==> src/design/clcd_pkg.sv <==
// Shared types, command bytes and the microcode ROM of the LCD command sequencer.
// No dependencies.
package clcd_pkg;

   localparam int MaxResults     = 40;
   localparam int DefLineColumns = 16;
   localparam int DefMaxShift    = 40;
   localparam int PatternRows    = 8;
   localparam int CntWidth       = $clog2(MaxResults + 1);
   localparam int PcWidth        = 4;

   typedef logic [CntWidth-1:0] cnt_type;
   typedef logic [PcWidth-1:0]  pc_type;

   // request kinds
   localparam logic [2:0] KIND_INIT    = 3'd0;
   localparam logic [2:0] KIND_CHAR    = 3'd1;
   localparam logic [2:0] KIND_CURSOR  = 3'd2;
   localparam logic [2:0] KIND_CLEAR   = 3'd3;
   localparam logic [2:0] KIND_DSHIFT  = 3'd4;
   localparam logic [2:0] KIND_CSHIFT  = 3'd5;
   localparam logic [2:0] KIND_PATTERN = 3'd6;

   // configuration register indexes
   localparam logic [1:0] CSR_FONT      = 2'd0;
   localparam logic [1:0] CSR_TWO_LINES = 2'd1;
   localparam logic [1:0] CSR_BUS_8BIT  = 2'd2;
   localparam logic [1:0] CSR_INCREMENT = 2'd3;

   // command bytes
   localparam logic [7:0] CMD_FUNCTION_SET  = 8'h20;
   localparam logic [7:0] CMD_CLEAR         = 8'h01;
   localparam logic [7:0] CMD_DISPLAY_ON    = 8'h0C;
   localparam logic [7:0] CMD_ENTRY_MODE    = 8'h04;
   localparam logic [7:0] CMD_DDRAM         = 8'h80;
   localparam logic [7:0] CMD_DISPLAY_SHIFT = 8'h18;
   localparam logic [7:0] CMD_CURSOR_SHIFT  = 8'h10;
   localparam logic [7:0] CMD_CGRAM         = 8'h40;
   localparam logic [7:0] LINE2_BASE        = 8'h40;
   localparam logic [7:0] CHAR_SPACE        = 8'h20;

   localparam logic [4:0] WAIT_INIT_MS = 5'd30;
   localparam logic [1:0] WAIT_CMD_MS  = 2'd2;

   // byte source of one bus write
   typedef enum logic [3:0] {
      SEL_FSET,
      SEL_DISP_ON,
      SEL_CLEAR,
      SEL_ENTRY,
      SEL_HOME,
      SEL_LINE2,
      SEL_SPACE,
      SEL_CHAR,
      SEL_CURSOR,
      SEL_DSHIFT,
      SEL_CSHIFT,
      SEL_CGRAM,
      SEL_ROW
   } sel_type;

   // one microcode word: a single bus write
   typedef struct packed {
      logic    rs;       // register select of the write
      sel_type sel;
      logic    wb30;     // init power-up wait before
      logic    wa2;      // 2 ms wait after, on the final iteration only
      logic    rep;      // repeat while the loop counter is above one
      logic    ld_cols;  // load the loop counter with the line width, capped at 18
      logic    fin;      // last step of the program
   } ucode_type;

   typedef struct packed {
      logic font;
      logic two_lines;
      logic bus_8bit;
      logic increment;
   } cfg_type;

   typedef struct packed {
      logic      fire;
      ucode_type uc;
      logic      final_iter;
   } issue_type;

   // program entry points
   localparam pc_type PC_INIT    = 4'd0;
   localparam pc_type PC_CHAR    = 4'd4;
   localparam pc_type PC_CURSOR  = 4'd5;
   localparam pc_type PC_CLEAR   = 4'd6;
   localparam pc_type PC_DSHIFT  = 4'd11;
   localparam pc_type PC_CSHIFT  = 4'd12;
   localparam pc_type PC_PATTERN = 4'd13;

   function automatic ucode_type uc(logic rs, sel_type sel, logic wb30, logic wa2,
                                    logic rep, logic ld_cols, logic fin);
      ucode_type w;
      w.rs      = rs;
      w.sel     = sel;
      w.wb30    = wb30;
      w.wa2     = wa2;
      w.rep     = rep;
      w.ld_cols = ld_cols;
      w.fin     = fin;
      return w;
   endfunction

   function automatic ucode_type ucode_rom(pc_type pc);
      ucode_type w;
      case (pc)
         4'd0:  w = uc(1'b0, SEL_FSET,    1'b1, 1'b1, 1'b0, 1'b0, 1'b0);
         4'd1:  w = uc(1'b0, SEL_DISP_ON, 1'b0, 1'b1, 1'b0, 1'b0, 1'b0);
         4'd2:  w = uc(1'b0, SEL_CLEAR,   1'b0, 1'b1, 1'b0, 1'b0, 1'b0);
         4'd3:  w = uc(1'b0, SEL_ENTRY,   1'b0, 1'b1, 1'b0, 1'b0, 1'b1);
         4'd4:  w = uc(1'b1, SEL_CHAR,    1'b0, 1'b0, 1'b0, 1'b0, 1'b1);
         4'd5:  w = uc(1'b0, SEL_CURSOR,  1'b0, 1'b0, 1'b0, 1'b0, 1'b1);
         4'd6:  w = uc(1'b0, SEL_HOME,    1'b0, 1'b0, 1'b0, 1'b1, 1'b0);
         4'd7:  w = uc(1'b1, SEL_SPACE,   1'b0, 1'b0, 1'b1, 1'b0, 1'b0);
         4'd8:  w = uc(1'b0, SEL_LINE2,   1'b0, 1'b0, 1'b0, 1'b1, 1'b0);
         4'd9:  w = uc(1'b1, SEL_SPACE,   1'b0, 1'b0, 1'b1, 1'b0, 1'b0);
         4'd10: w = uc(1'b0, SEL_HOME,    1'b0, 1'b0, 1'b0, 1'b0, 1'b1);
         4'd11: w = uc(1'b0, SEL_DSHIFT,  1'b0, 1'b1, 1'b1, 1'b0, 1'b1);
         4'd12: w = uc(1'b0, SEL_CSHIFT,  1'b0, 1'b1, 1'b1, 1'b0, 1'b1);
         4'd13: w = uc(1'b0, SEL_CGRAM,   1'b0, 1'b0, 1'b0, 1'b0, 1'b0);
         4'd14: w = uc(1'b1, SEL_ROW,     1'b0, 1'b0, 1'b1, 1'b0, 1'b0);
         4'd15: w = uc(1'b0, SEL_HOME,    1'b0, 1'b1, 1'b0, 1'b0, 1'b1);
         default: w = uc(1'b0, SEL_HOME,  1'b0, 1'b0, 1'b0, 1'b0, 1'b1);
      endcase
      return w;
   endfunction

endpackage

==> src/design/clcd_datapath.sv <==
// Operand registers, bus byte selection and the result register.
// Depends on clcd_pkg.
module clcd_datapath import clcd_pkg::*; (
   input  logic        clock,
   input  logic        reset,
   input  logic        load,
   input  logic [7:0]  req_char_code,
   input  logic [1:0]  req_line,
   input  logic [5:0]  req_column,
   input  logic        req_direction,
   input  logic [2:0]  req_slot,
   input  logic [63:0] req_pattern_bits,
   input  cfg_type     cfg,
   input  issue_type   issue,
   output logic        out_free,
   output logic        rsp_valid,
   input  logic        rsp_stall,
   output logic        rsp_register_select,
   output logic [7:0]  rsp_bus_byte,
   output logic [4:0]  rsp_wait_before_ms,
   output logic [1:0]  rsp_wait_after_ms,
   output logic        rsp_last
);

   logic [7:0]  char_ff, char_in;
   logic [7:0]  cursor_ff, cursor_in;
   logic        dir_ff, dir_in;
   logic [7:0]  cgram_ff, cgram_in;
   logic [63:0] pat_ff, pat_in;
   logic        valid_ff, valid_in;
   logic        rs_ff, rs_in;
   logic [7:0]  byte_ff, byte_in;
   logic [4:0]  wb_ff, wb_in;
   logic [1:0]  wa_ff, wa_in;
   logic        last_ff, last_in;
   logic [7:0]  sel_byte;
   logic [7:0]  cursor_addr;

   always_comb begin
      case (req_line)
         2'd1:    cursor_addr = {2'b00, req_column};
         2'd2:    cursor_addr = {2'b00, req_column} | LINE2_BASE;
         default: cursor_addr = 8'h00;
      endcase

      case (issue.uc.sel)
         SEL_FSET:    sel_byte = CMD_FUNCTION_SET |
                                 {3'b000, cfg.bus_8bit, cfg.two_lines, cfg.font, 2'b00};
         SEL_DISP_ON: sel_byte = CMD_DISPLAY_ON;
         SEL_CLEAR:   sel_byte = CMD_CLEAR;
         SEL_ENTRY:   sel_byte = CMD_ENTRY_MODE | {6'b000000, cfg.increment, 1'b0};
         SEL_HOME:    sel_byte = CMD_DDRAM;
         SEL_LINE2:   sel_byte = CMD_DDRAM | LINE2_BASE;
         SEL_SPACE:   sel_byte = CHAR_SPACE;
         SEL_CHAR:    sel_byte = char_ff;
         SEL_CURSOR:  sel_byte = cursor_ff;
         SEL_DSHIFT:  sel_byte = CMD_DISPLAY_SHIFT | {5'b00000, dir_ff, 2'b00};
         SEL_CSHIFT:  sel_byte = CMD_CURSOR_SHIFT | {5'b00000, dir_ff, 2'b00};
         SEL_CGRAM:   sel_byte = cgram_ff;
         SEL_ROW:     sel_byte = pat_ff[7:0];
         default:     sel_byte = CMD_DDRAM;
      endcase

      char_in   = char_ff;
      cursor_in = cursor_ff;
      dir_in    = dir_ff;
      cgram_in  = cgram_ff;
      pat_in    = pat_ff;
      if (load) begin
         char_in   = req_char_code;
         cursor_in = CMD_DDRAM | cursor_addr;
         dir_in    = req_direction;
         cgram_in  = CMD_CGRAM + {2'b00, req_slot, 3'b000};
         pat_in    = req_pattern_bits;
      end else if (issue.fire && issue.uc.sel == SEL_ROW) begin
         // next pattern row moves into the low byte
         pat_in = {8'h00, pat_ff[63:8]};
      end

      out_free = !valid_ff || !rsp_stall;
      valid_in = out_free ? issue.fire : valid_ff;
      rs_in    = rs_ff;
      byte_in  = byte_ff;
      wb_in    = wb_ff;
      wa_in    = wa_ff;
      last_in  = last_ff;
      if (issue.fire) begin
         rs_in   = issue.uc.rs;
         byte_in = sel_byte;
         wb_in   = issue.uc.wb30 ? WAIT_INIT_MS : 5'd0;
         wa_in   = (issue.uc.wa2 && issue.final_iter) ? WAIT_CMD_MS : 2'd0;
         last_in = issue.uc.fin && issue.final_iter;
      end
   end

   always_ff @(posedge clock) begin
      if (reset) begin
         valid_ff <= 1'b0;
      end else begin
         valid_ff <= valid_in;
      end
      char_ff   <= char_in;
      cursor_ff <= cursor_in;
      dir_ff    <= dir_in;
      cgram_ff  <= cgram_in;
      pat_ff    <= pat_in;
      rs_ff     <= rs_in;
      byte_ff   <= byte_in;
      wb_ff     <= wb_in;
      wa_ff     <= wa_in;
      last_ff   <= last_in;
   end

   assign rsp_valid           = valid_ff;
   assign rsp_register_select = rs_ff;
   assign rsp_bus_byte        = byte_ff;
   assign rsp_wait_before_ms  = wb_ff;
   assign rsp_wait_after_ms   = wa_ff;
   assign rsp_last            = last_ff;

endmodule

==> src/design/clcd_sequencer.sv <==
// Microcode sequencer: request dispatch, step counter and loop counter.
// Depends on clcd_pkg (microcode ROM, entry points).
module clcd_sequencer import clcd_pkg::*; #(
   parameter int LINE_COLUMNS = DefLineColumns,
   parameter int MAX_SHIFT    = DefMaxShift
) (
   input  logic      clock,
   input  logic      reset,
   input  logic      req_valid,
   input  logic [2:0] req_kind,
   input  logic [7:0] req_count,
   input  logic      out_free,
   output logic      req_stall,
   output logic      accept,
   output issue_type issue
);

   localparam int ClearCap  = (MaxResults - 3) / 2;
   localparam int ClearCols = (LINE_COLUMNS > ClearCap) ? ClearCap : LINE_COLUMNS;
   localparam int ShiftCap  = (MAX_SHIFT < MaxResults) ? MAX_SHIFT : MaxResults;

   logic      busy_ff, busy_in;
   pc_type    pc_ff, pc_in;
   cnt_type   cnt_ff, cnt_in;
   pc_type    start_pc;
   cnt_type   start_cnt;
   logic      start_busy;
   logic [7:0] count_sat;
   ucode_type uc_word;
   logic      final_iter;
   logic      fire;

   always_comb begin
      accept    = req_valid && !busy_ff;
      count_sat = (req_count > 8'(ShiftCap)) ? 8'(ShiftCap) : req_count;

      start_pc   = PC_INIT;
      start_cnt  = cnt_type'(PatternRows);
      start_busy = 1'b1;
      case (req_kind)
         KIND_INIT:    start_pc = PC_INIT;
         KIND_CHAR:    start_pc = PC_CHAR;
         KIND_CURSOR:  start_pc = PC_CURSOR;
         KIND_CLEAR:   start_pc = PC_CLEAR;
         KIND_DSHIFT, KIND_CSHIFT: begin
            start_pc   = (req_kind == KIND_DSHIFT) ? PC_DSHIFT : PC_CSHIFT;
            start_cnt  = cnt_type'(count_sat);
            // a zero count gives no writes at all
            start_busy = (count_sat != 8'd0);
         end
         KIND_PATTERN: start_pc = PC_PATTERN;
         default:      start_busy = 1'b0;
      endcase

      uc_word    = ucode_rom(pc_ff);
      final_iter = !uc_word.rep || (cnt_ff == cnt_type'(1));
      fire       = busy_ff && out_free;

      busy_in = busy_ff;
      pc_in   = pc_ff;
      cnt_in  = cnt_ff;
      if (accept) begin
         busy_in = start_busy;
         pc_in   = start_pc;
         cnt_in  = start_cnt;
      end else if (fire) begin
         if (!final_iter) begin
            cnt_in = cnt_ff - cnt_type'(1);
         end else begin
            pc_in = pc_ff + pc_type'(1);
            if (uc_word.fin) begin
               busy_in = 1'b0;
            end
         end
         if (uc_word.ld_cols) begin
            cnt_in = cnt_type'(ClearCols);
         end
      end
   end

   always_ff @(posedge clock) begin
      if (reset) begin
         busy_ff <= 1'b0;
         pc_ff   <= PC_INIT;
         cnt_ff  <= '0;
      end else begin
         busy_ff <= busy_in;
         pc_ff   <= pc_in;
         cnt_ff  <= cnt_in;
      end
   end

   assign req_stall        = busy_ff;
   assign issue.fire       = fire;
   assign issue.uc         = uc_word;
   assign issue.final_iter = final_iter;

endmodule

==> src/design/char_lcd_command_sequencer.sv <==
// Character-LCD command sequencer, top level; uses clcd_pkg, clcd_sequencer and
// clcd_datapath. Each accepted request becomes a run of 8-bit bus writes, one per
// cycle from a 16-step microcode ROM while the result side does not stall: init
// gives 4 writes, write char and set cursor 1, clear 2*min(LINE_COLUMNS,18)+3,
// shifts min(count,MAX_SHIFT,40) (a zero count or kind 7 gives none), pattern 10.
// An item holds the block until its run is issued; the next request is taken once
// the final write has gone into the result register. Configuration bits are read
// while the run is issued; the user must write them while idle (not enforced).
module char_lcd_command_sequencer import clcd_pkg::*; #(
   parameter int LINE_COLUMNS = DefLineColumns,
   parameter int MAX_SHIFT    = DefMaxShift
) (
   input  logic        clock,
   input  logic        reset,
   input  logic        req_valid,
   output logic        req_stall,
   input  logic [2:0]  req_kind,
   input  logic [7:0]  req_char_code,
   input  logic [1:0]  req_line,
   input  logic [5:0]  req_column,
   input  logic        req_direction,
   input  logic [7:0]  req_count,
   input  logic [2:0]  req_slot,
   input  logic [63:0] req_pattern_bits,
   output logic        rsp_valid,
   input  logic        rsp_stall,
   output logic        rsp_register_select,
   output logic [7:0]  rsp_bus_byte,
   output logic [4:0]  rsp_wait_before_ms,
   output logic [1:0]  rsp_wait_after_ms,
   output logic        rsp_last,
   input  logic        csr_write_enable,
   input  logic [1:0]  csr_index,
   input  logic        csr_write_data
);

   cfg_type   cfg_ff, cfg_in;
   issue_type issue;
   logic      accept;
   logic      out_free;

   always_comb begin
      cfg_in = cfg_ff;
      if (csr_write_enable) begin
         case (csr_index)
            CSR_FONT:      cfg_in.font      = csr_write_data;
            CSR_TWO_LINES: cfg_in.two_lines = csr_write_data;
            CSR_BUS_8BIT:  cfg_in.bus_8bit  = csr_write_data;
            CSR_INCREMENT: cfg_in.increment = csr_write_data;
            default:       cfg_in = cfg_ff;
         endcase
      end
   end

   always_ff @(posedge clock) begin
      if (reset) begin
         cfg_ff.font      <= 1'b0;
         cfg_ff.two_lines <= 1'b1;
         cfg_ff.bus_8bit  <= 1'b1;
         cfg_ff.increment <= 1'b1;
      end else begin
         cfg_ff <= cfg_in;
      end
   end

   clcd_sequencer #(
      .LINE_COLUMNS (LINE_COLUMNS),
      .MAX_SHIFT    (MAX_SHIFT)
   ) u_sequencer (
      .clock     (clock),
      .reset     (reset),
      .req_valid (req_valid),
      .req_kind  (req_kind),
      .req_count (req_count),
      .out_free  (out_free),
      .req_stall (req_stall),
      .accept    (accept),
      .issue     (issue)
   );

   clcd_datapath u_datapath (
      .clock               (clock),
      .reset               (reset),
      .load                (accept),
      .req_char_code       (req_char_code),
      .req_line            (req_line),
      .req_column          (req_column),
      .req_direction       (req_direction),
      .req_slot            (req_slot),
      .req_pattern_bits    (req_pattern_bits),
      .cfg                 (cfg_ff),
      .issue               (issue),
      .out_free            (out_free),
      .rsp_valid           (rsp_valid),
      .rsp_stall           (rsp_stall),
      .rsp_register_select (rsp_register_select),
      .rsp_bus_byte        (rsp_bus_byte),
      .rsp_wait_before_ms  (rsp_wait_before_ms),
      .rsp_wait_after_ms   (rsp_wait_after_ms),
      .rsp_last            (rsp_last)
   );

endmodule

==> config.mk <==
export PLATFORM = sky130hd
export DESIGN_NAME = char_lcd_command_sequencer
export DESIGN_NICKNAME = d
export VERILOG_FILES = /design/src/design/clcd_pkg.sv /design/src/design/clcd_datapath.sv /design/src/design/clcd_sequencer.sv /design/src/design/char_lcd_command_sequencer.sv
export SDC_FILE = /design/constraint.sdc
export NUM_CORES = 1
export LEC_CHECK = 0
export ABC_AREA = 1
export BUFFER_PORTS_ARGS = -buffer_cell sky130_fd_sc_hd__buf_4
export CORE_ASPECT_RATIO = 2
export CORE_MARGIN = 4
export CORE_UTILIZATION = 40
export DETAILED_ROUTE_END_ITERATION = 8
export GPL_TIMING_DRIVEN = 1
export PLACE_DENSITY_LB_ADDON = 0.08
export SYNTH_ARGS = -nofsm -noshare
export SYNTH_HDL_FRONTEND = slang
export SYNTH_SLANG_ARGS = --single-unit
==> constraint.sdc <==
create_clock -name clock -period 7.3 [get_ports clock]
set_input_delay 1.46 -clock clock [delete_from_list [all_inputs] [get_ports clock]]
set_output_delay 1.46 -clock clock [all_outputs]
set_load 0.02 [all_outputs]
**Word-level counts from Yosys, hierarchy flattened**

Memory sizes are Yosys's and may differ from the RTL's. A register that Yosys moved wholly into a read port is not among the register bits.
Cells that the tools add are included.

- Word-level logic and storage cells: 99
- Flip-flop bits (word level): 121
- Bits in read-only memories: 160
- Memories kept: 1
- Input bits: 103

Memory list:

| name | depth | width | read ports | clocked after memory_dff | write ports | line | text |
|---|---|---|---|---|---|---|---|
| (name not given) | 16 | 10 | 1 | 1 | 0 | clcd_pkg.sv:110 | `case (pc)` |

- Equal/unequal tests: 24
- Muxes and demuxes: 24
- Reduce and logical (&&, ||, !) cells: 28
- $lt $le $gt $ge: 1
- Add/subtract/negate cells: 3

Operator list:

| kind | number |
|---|---|
| $mux W64 | 2 |
| $pmux W8 S12 | 1 |
| $mux W6 | 5 |
| $eq A4 B4 Y1 const B | 5 |
| $mux W4 | 5 |
| $pmux W4 S5 | 1 |
| $pmux W7 S2 | 1 |
| $eq A4 B3 Y1 const B | 3 |
| $reduce_and A2 Y1 | 6 |
| $eq A3 B3 Y1 const B | 3 |
| $add A7 B6 Y8 const A | 1 |
| $eq A4 B2 Y1 const B | 2 |
| $gt A8 B6 Y1 const B | 1 |
| $mux W8 | 1 |
| $reduce_bool A2 Y1 | 4 |
| $reduce_bool A8 Y1 | 1 |
| $eq A2 B2 Y1 const B | 3 |
| $eq A3 B2 Y1 const B | 2 |
| $eq A6 B1 Y1 const B | 1 |
| $sub A6 B1 Y6 const B | 1 |
| $logic_and A1 B1 Y1 | 5 |
| $mux W5 | 1 |
| $reduce_or A5 Y1 | 1 |
| $add A4 B1 Y4 const B | 1 |
| other kinds (15) | 23 |

**Longest topological paths before layout**

- Depth in word-level cells: 7
- Mapped depth: 15

**Modules after synthesis**

A second synthesis with hierarchy kept.

- Cells, all modules: 665
- Area, all modules: 5925.7 µm²

Modules (own cells, without submodules):

| module | area an instance (µm²) | times used | seq. area each (µm²) | cells an instance |
|---|---|---|---|---|
| clcd_datapath | 4232.8 | 1 | 2872.8 | 421 |
| clcd_sequencer | 1500.2 | 1 | 420.4 | 218 |
| char_lcd_command_sequencer | 192.7 | 1 | 80.1 | 26 |

**Least setup slack after synthesis**

Ideal clock, no wire load.

- Path type: input to register
- Start point: input port rsp_stall
- End point: register u_datapath.pat_ff[0], enable pin
- Path slack: 0.458 ns
- Path buffers: 0
- Setup time: 0.574 ns
- Arrival: 6.268 ns
- Stages on the path: 3
- Path through: nand2_1 > nand2_1 > o21ai_0

- Longest elaborated chain between the ends: 5

RTL lines:

| item | line | text |
|---|---|---|
| start, declared | char_lcd_command_sequencer.sv:26 | `input logic rsp_stall,` |
| $logic_not A1 Y1 | clcd_datapath.sv:80 | `out_free = !valid_ff \|\| !rsp_stall;` |
| $logic_or A1 B1 Y1 | clcd_datapath.sv:80 |  |
| $logic_and A1 B1 Y1 | clcd_sequencer.sv:57 | `fire = busy_ff && out_free;` |
| $logic_and A1 B1 Y1 | clcd_datapath.sv:75 | `end else if (issue.fire && issue.uc.sel == SEL_ROW) begin` |
| $reduce_bool A2 Y1 (no source line) | n/a |  |
| end signal, assigned | clcd_datapath.sv:106 | `pat_ff <= pat_in;` |
| end, declared | clcd_datapath.sv:29 | `logic [63:0] pat_ff, pat_in;` |

Every way passes these cells.
A chain may end at the register's enable or synchronous reset.

**Worst setup path in the final report**

- Start point: input port req_valid
- End point: register u_sequencer.uc_word[6] (netlist name)

- Longest elaborated chain between the ends: 5
- Elaborated cells between the ends (all ways): 7
- Classes of those cells: 3 x mux; 4 x reduce/logical

RTL lines:

| item | line | text |
|---|---|---|
| start, declared | char_lcd_command_sequencer.sv:15 | `input logic req_valid,` |
| $logic_and A1 B1 Y1 (*) | clcd_sequencer.sv:34 | `accept = req_valid && !busy_ff;` |
| $reduce_bool A2 Y1 (no source line) | n/a |  |
| $reduce_and A2 Y1 (no source line) | n/a |  |
| $mux W4 (no source line) (*) (2 in series) | n/a |  |

Every way passes the cells marked *; elsewhere a longest branch is shown, timed or not.

==> results.toml <==
[sta]
fin_setup_tns_ns = 0
worstMarginPinSlew_ns = 0.858
hold_viol = 0
max_clock_freq_mhz = 282
rsz0062_at_grt = "false"
finalMaxSlewViolations = 0
finalSetupViolations = 0
fin_crit_ns = 3.55
relSlewSlack_pct = 42.8
finClkSkew_ns = 0.0114
finalCritPeriodShare_pct = 48.6

[global_routing]
grt_start_max_net_pins = 83
grt-ovfl-total = 0
grt_pass1_vias = 4670
antenna_found_initial = 0
track_usage_pct = 17.1
grt_pass1_wl_um = 21800

[synth]
ys_warn_count = 0
synth_cell_types = 39
synth_top_family_by_area = "simple AND/OR/NAND/NOR gates"
synthAdderAreaFrac_pct = 2.39
synth_mux_area_share_pct = 0
syn_area_per_cell_um2 = 9.04
synthXorXnorAreaFrac_pct = 0.456
seq_area_frac_synth_pct = 58.6
syn_inst = 637
synth-simple-area-share_pct = 27.3
synth_area_um2 = 5760
synth_compound_area_share_pct = 4.67
synth-seq-cells = 121

[power_and_ir_drop]
leakagePower_uw = 0.00345
power_density_nw_per_um2 = 296
p_int_uw = 1610
peakVddDrop_uv = 190
pwr-share-clk_pct = 41.8
seq_power_share_pct = 40.7
pwr-share-comb_pct = 17.5
p_switching_uw = 587
switching_share_pct = 26.8

[cts]
cts_sinks = 121
cts_root_buf = "clkbuf_16"
post_cts_buffers = 0
clkLatencyLatePin_ns = 0.41
clock_path_buffers = 2
postCtsHoldBufs = 0
cts-resized-gates = 0
clk_pin_slew_ns = 0.06
cts_tree = "yes"
htree_levels = 4
numCtsBuffers = 17

[finish]
fin_nets = 869
multi_input_area_um2 = 2020
fillCellCount = 1376
antenna_cells = 0
syn_to_final_growth_pct = 28.8
layout-drive-gt1-share_pct = 22.3
final_cell_mix = "263 x nand2_1, 121 x buf_4, 95 x edfxtp_1, 59 x inv_1, 40 x nor2_1"
seq_area_um2 = 3370
final_common_cell = "nand2_1"
instances_no_fill = 956

[detailed_routing]
vias_per_cell = 4.82
wl_um = 13500
wl_per_cell_um = 14.2
dr_total_vias = 4612
drc = 0
drtIter0Drc = 194
dr.pass1.iters = 4
ant_nets = 0

[floorplanning]
boundaryPins = 122
dieArea_um2 = 16500
die_x_um = 92.8
start_util_pct = 41.0
coreArea_um2 = 14000
die_h_um = 178
rows = 61

[critical_path]
crit_path_top_delay_cell = "buf_4"
startpoint_type = "primary input"
crit_top_cell = "nand2_1"
cp_data_arrival_time_ns = 3.84
slowest_delay_ns = 0.63
crit_fanout = 82
crit_type = "in -> reg"
cp-end-kind = "register"
worstPathRequired_ns = 7.60
crit_chain = "buf_4 > inv_1 > nor2_4 > buf_4 > or2_2 > nand2_1 > nand3_1 > nand2_1 > nor2_1 > inv_1 > ha_1 > inv_1 > nand3_1 > nand2_1 > nand2_1 > nand2_1"

[place]
dp_cells = 925
io_buffers = 119
place_congestion = 0.852
hpwl_um = 9970

[job]
maxCapViolCount = 0

[worst_hold_path]
hp-class = "reg -> reg"

[outcome]
status = "finished, final reports clean"
per-layer routing:
metal,part of all wire [%],track usage [%],vias up
met5,0,0,-
met4,3.8,8.69,0
met3,6.0,4.79,32
met2,55,31.3,166
met1,35,17.4,2108
li1,-,-,2306
worst max-delay path, delay by kind of cell:
kind | cells | cell delay, ns
buffers and inverters | 5 | 0.95
AND/OR/NAND/NOR | 10 | 1.13
adder cells (fa/ha/maj) | 1 | 0.28
power by group through the flow:
| stage | logic (µW) | registers (µW) | clock network [µW] |
|---|---|---|---|
| after detailed placement | 384 | 908 | 0 |
| final | 383 | 893 | 917 |
| after floorplan | 250 | 913 | 0 |
| after CTS | 387 | 895 | 933 |
| after global placement | 379 | 906 | 0 |
| after global routing | 437 | 901 | 964 |
worst paths after layout:
path	slack [ns]	cells after the start	from	endpoint
min reg2reg	0.41	0	u_sequencer.uc_word[4]	u_datapath.rsp_wait_before_ms[3]
min	0.41	0	u_sequencer.uc_word[4]	u_datapath.rsp_wait_before_ms[3]
max	3.75	16	req_valid	u_sequencer.uc_word[6]
max reg2reg	4.46	13	u_sequencer.req_stall	u_sequencer.uc_word[6]
cell usage after synthesis (all sizes together):
master,instances,area [µm²]
a21boi,1,11.3
a21oi,11,55.1
a221oi,3,26.3
a22o,1,8.76
a31oi,5,31.3
and3,1,6.26
buf,17,121
clkbuf,6,22.5
clkinv,1,3.75
conb,1,3.75
dfxtp,26,521
edfxtp,95,2850
ha,11,138
inv,61,229
nand2,269,1060
nand3,42,250
nand3b,2,15.0
nand4,6,37.5
nor2,41,161
nor3,4,20.0
o211ai,1,7.51
o21ai,23,115
o21bai,1,7.51
o22ai,1,6.26
or2,4,25.0
xnor2,1,8.76
xor2,2,17.5
metrics by stage:
| stage | utilization, % | power [µW] | worst slack, ns | instance area (µm²) | hold WS (ns) |
|---|---|---|---|---|---|
| global placement | 48.2 | 1290 | 3.38 | 6780 | 0.394 |
| finish | 52.8 | 2190 | 3.75 | 7420 | 0.409 |
| CTS | 52.8 | 2210 | 3.73 | 7420 | 0.417 |
| global route | 52.8 | 2300 | 3.44 | 7420 | 0.420 |
| detailed placement | 48.2 | 1290 | 3.30 | 6780 | 0.404 |
| floorplan | - | 1160 | 0.458 | 5760 | 0.386 |
final cells by class:
class	count	area share, %
Clock buffer	17	5.73
Timing Repair Buffer	121	12.2
Tap cell	189	3.19
Sequential cell	121	45.5
Inverter	62	3.14
Multi-Input combinational cell	432	27.3
Clock inverter	14	2.95
state kept, by name (all words and copies together) (netlist names), 3 cells and up:
name	flops
cfg_ff	4
u_datapath.cgram_ff	3
u_datapath.char_ff	8
u_datapath.cursor_ff	7
u_datapath.pat_ff	64
u_datapath.rsp_bus_byte	8
u_sequencer.cnt_ff	6
u_sequencer.pc_ff	4
u_sequencer.uc_word	10
cell families after synthesis:
family | Yosys count
other | 1
AO/OA/AOI/OAI | 47
adder cells (fa/ha/maj) | 11
buffers and inverters | 85
XOR/XNOR | 3
AND/OR/NAND/NOR | 369
flip-flops | 121
Power figures use the tool's default switching activity.
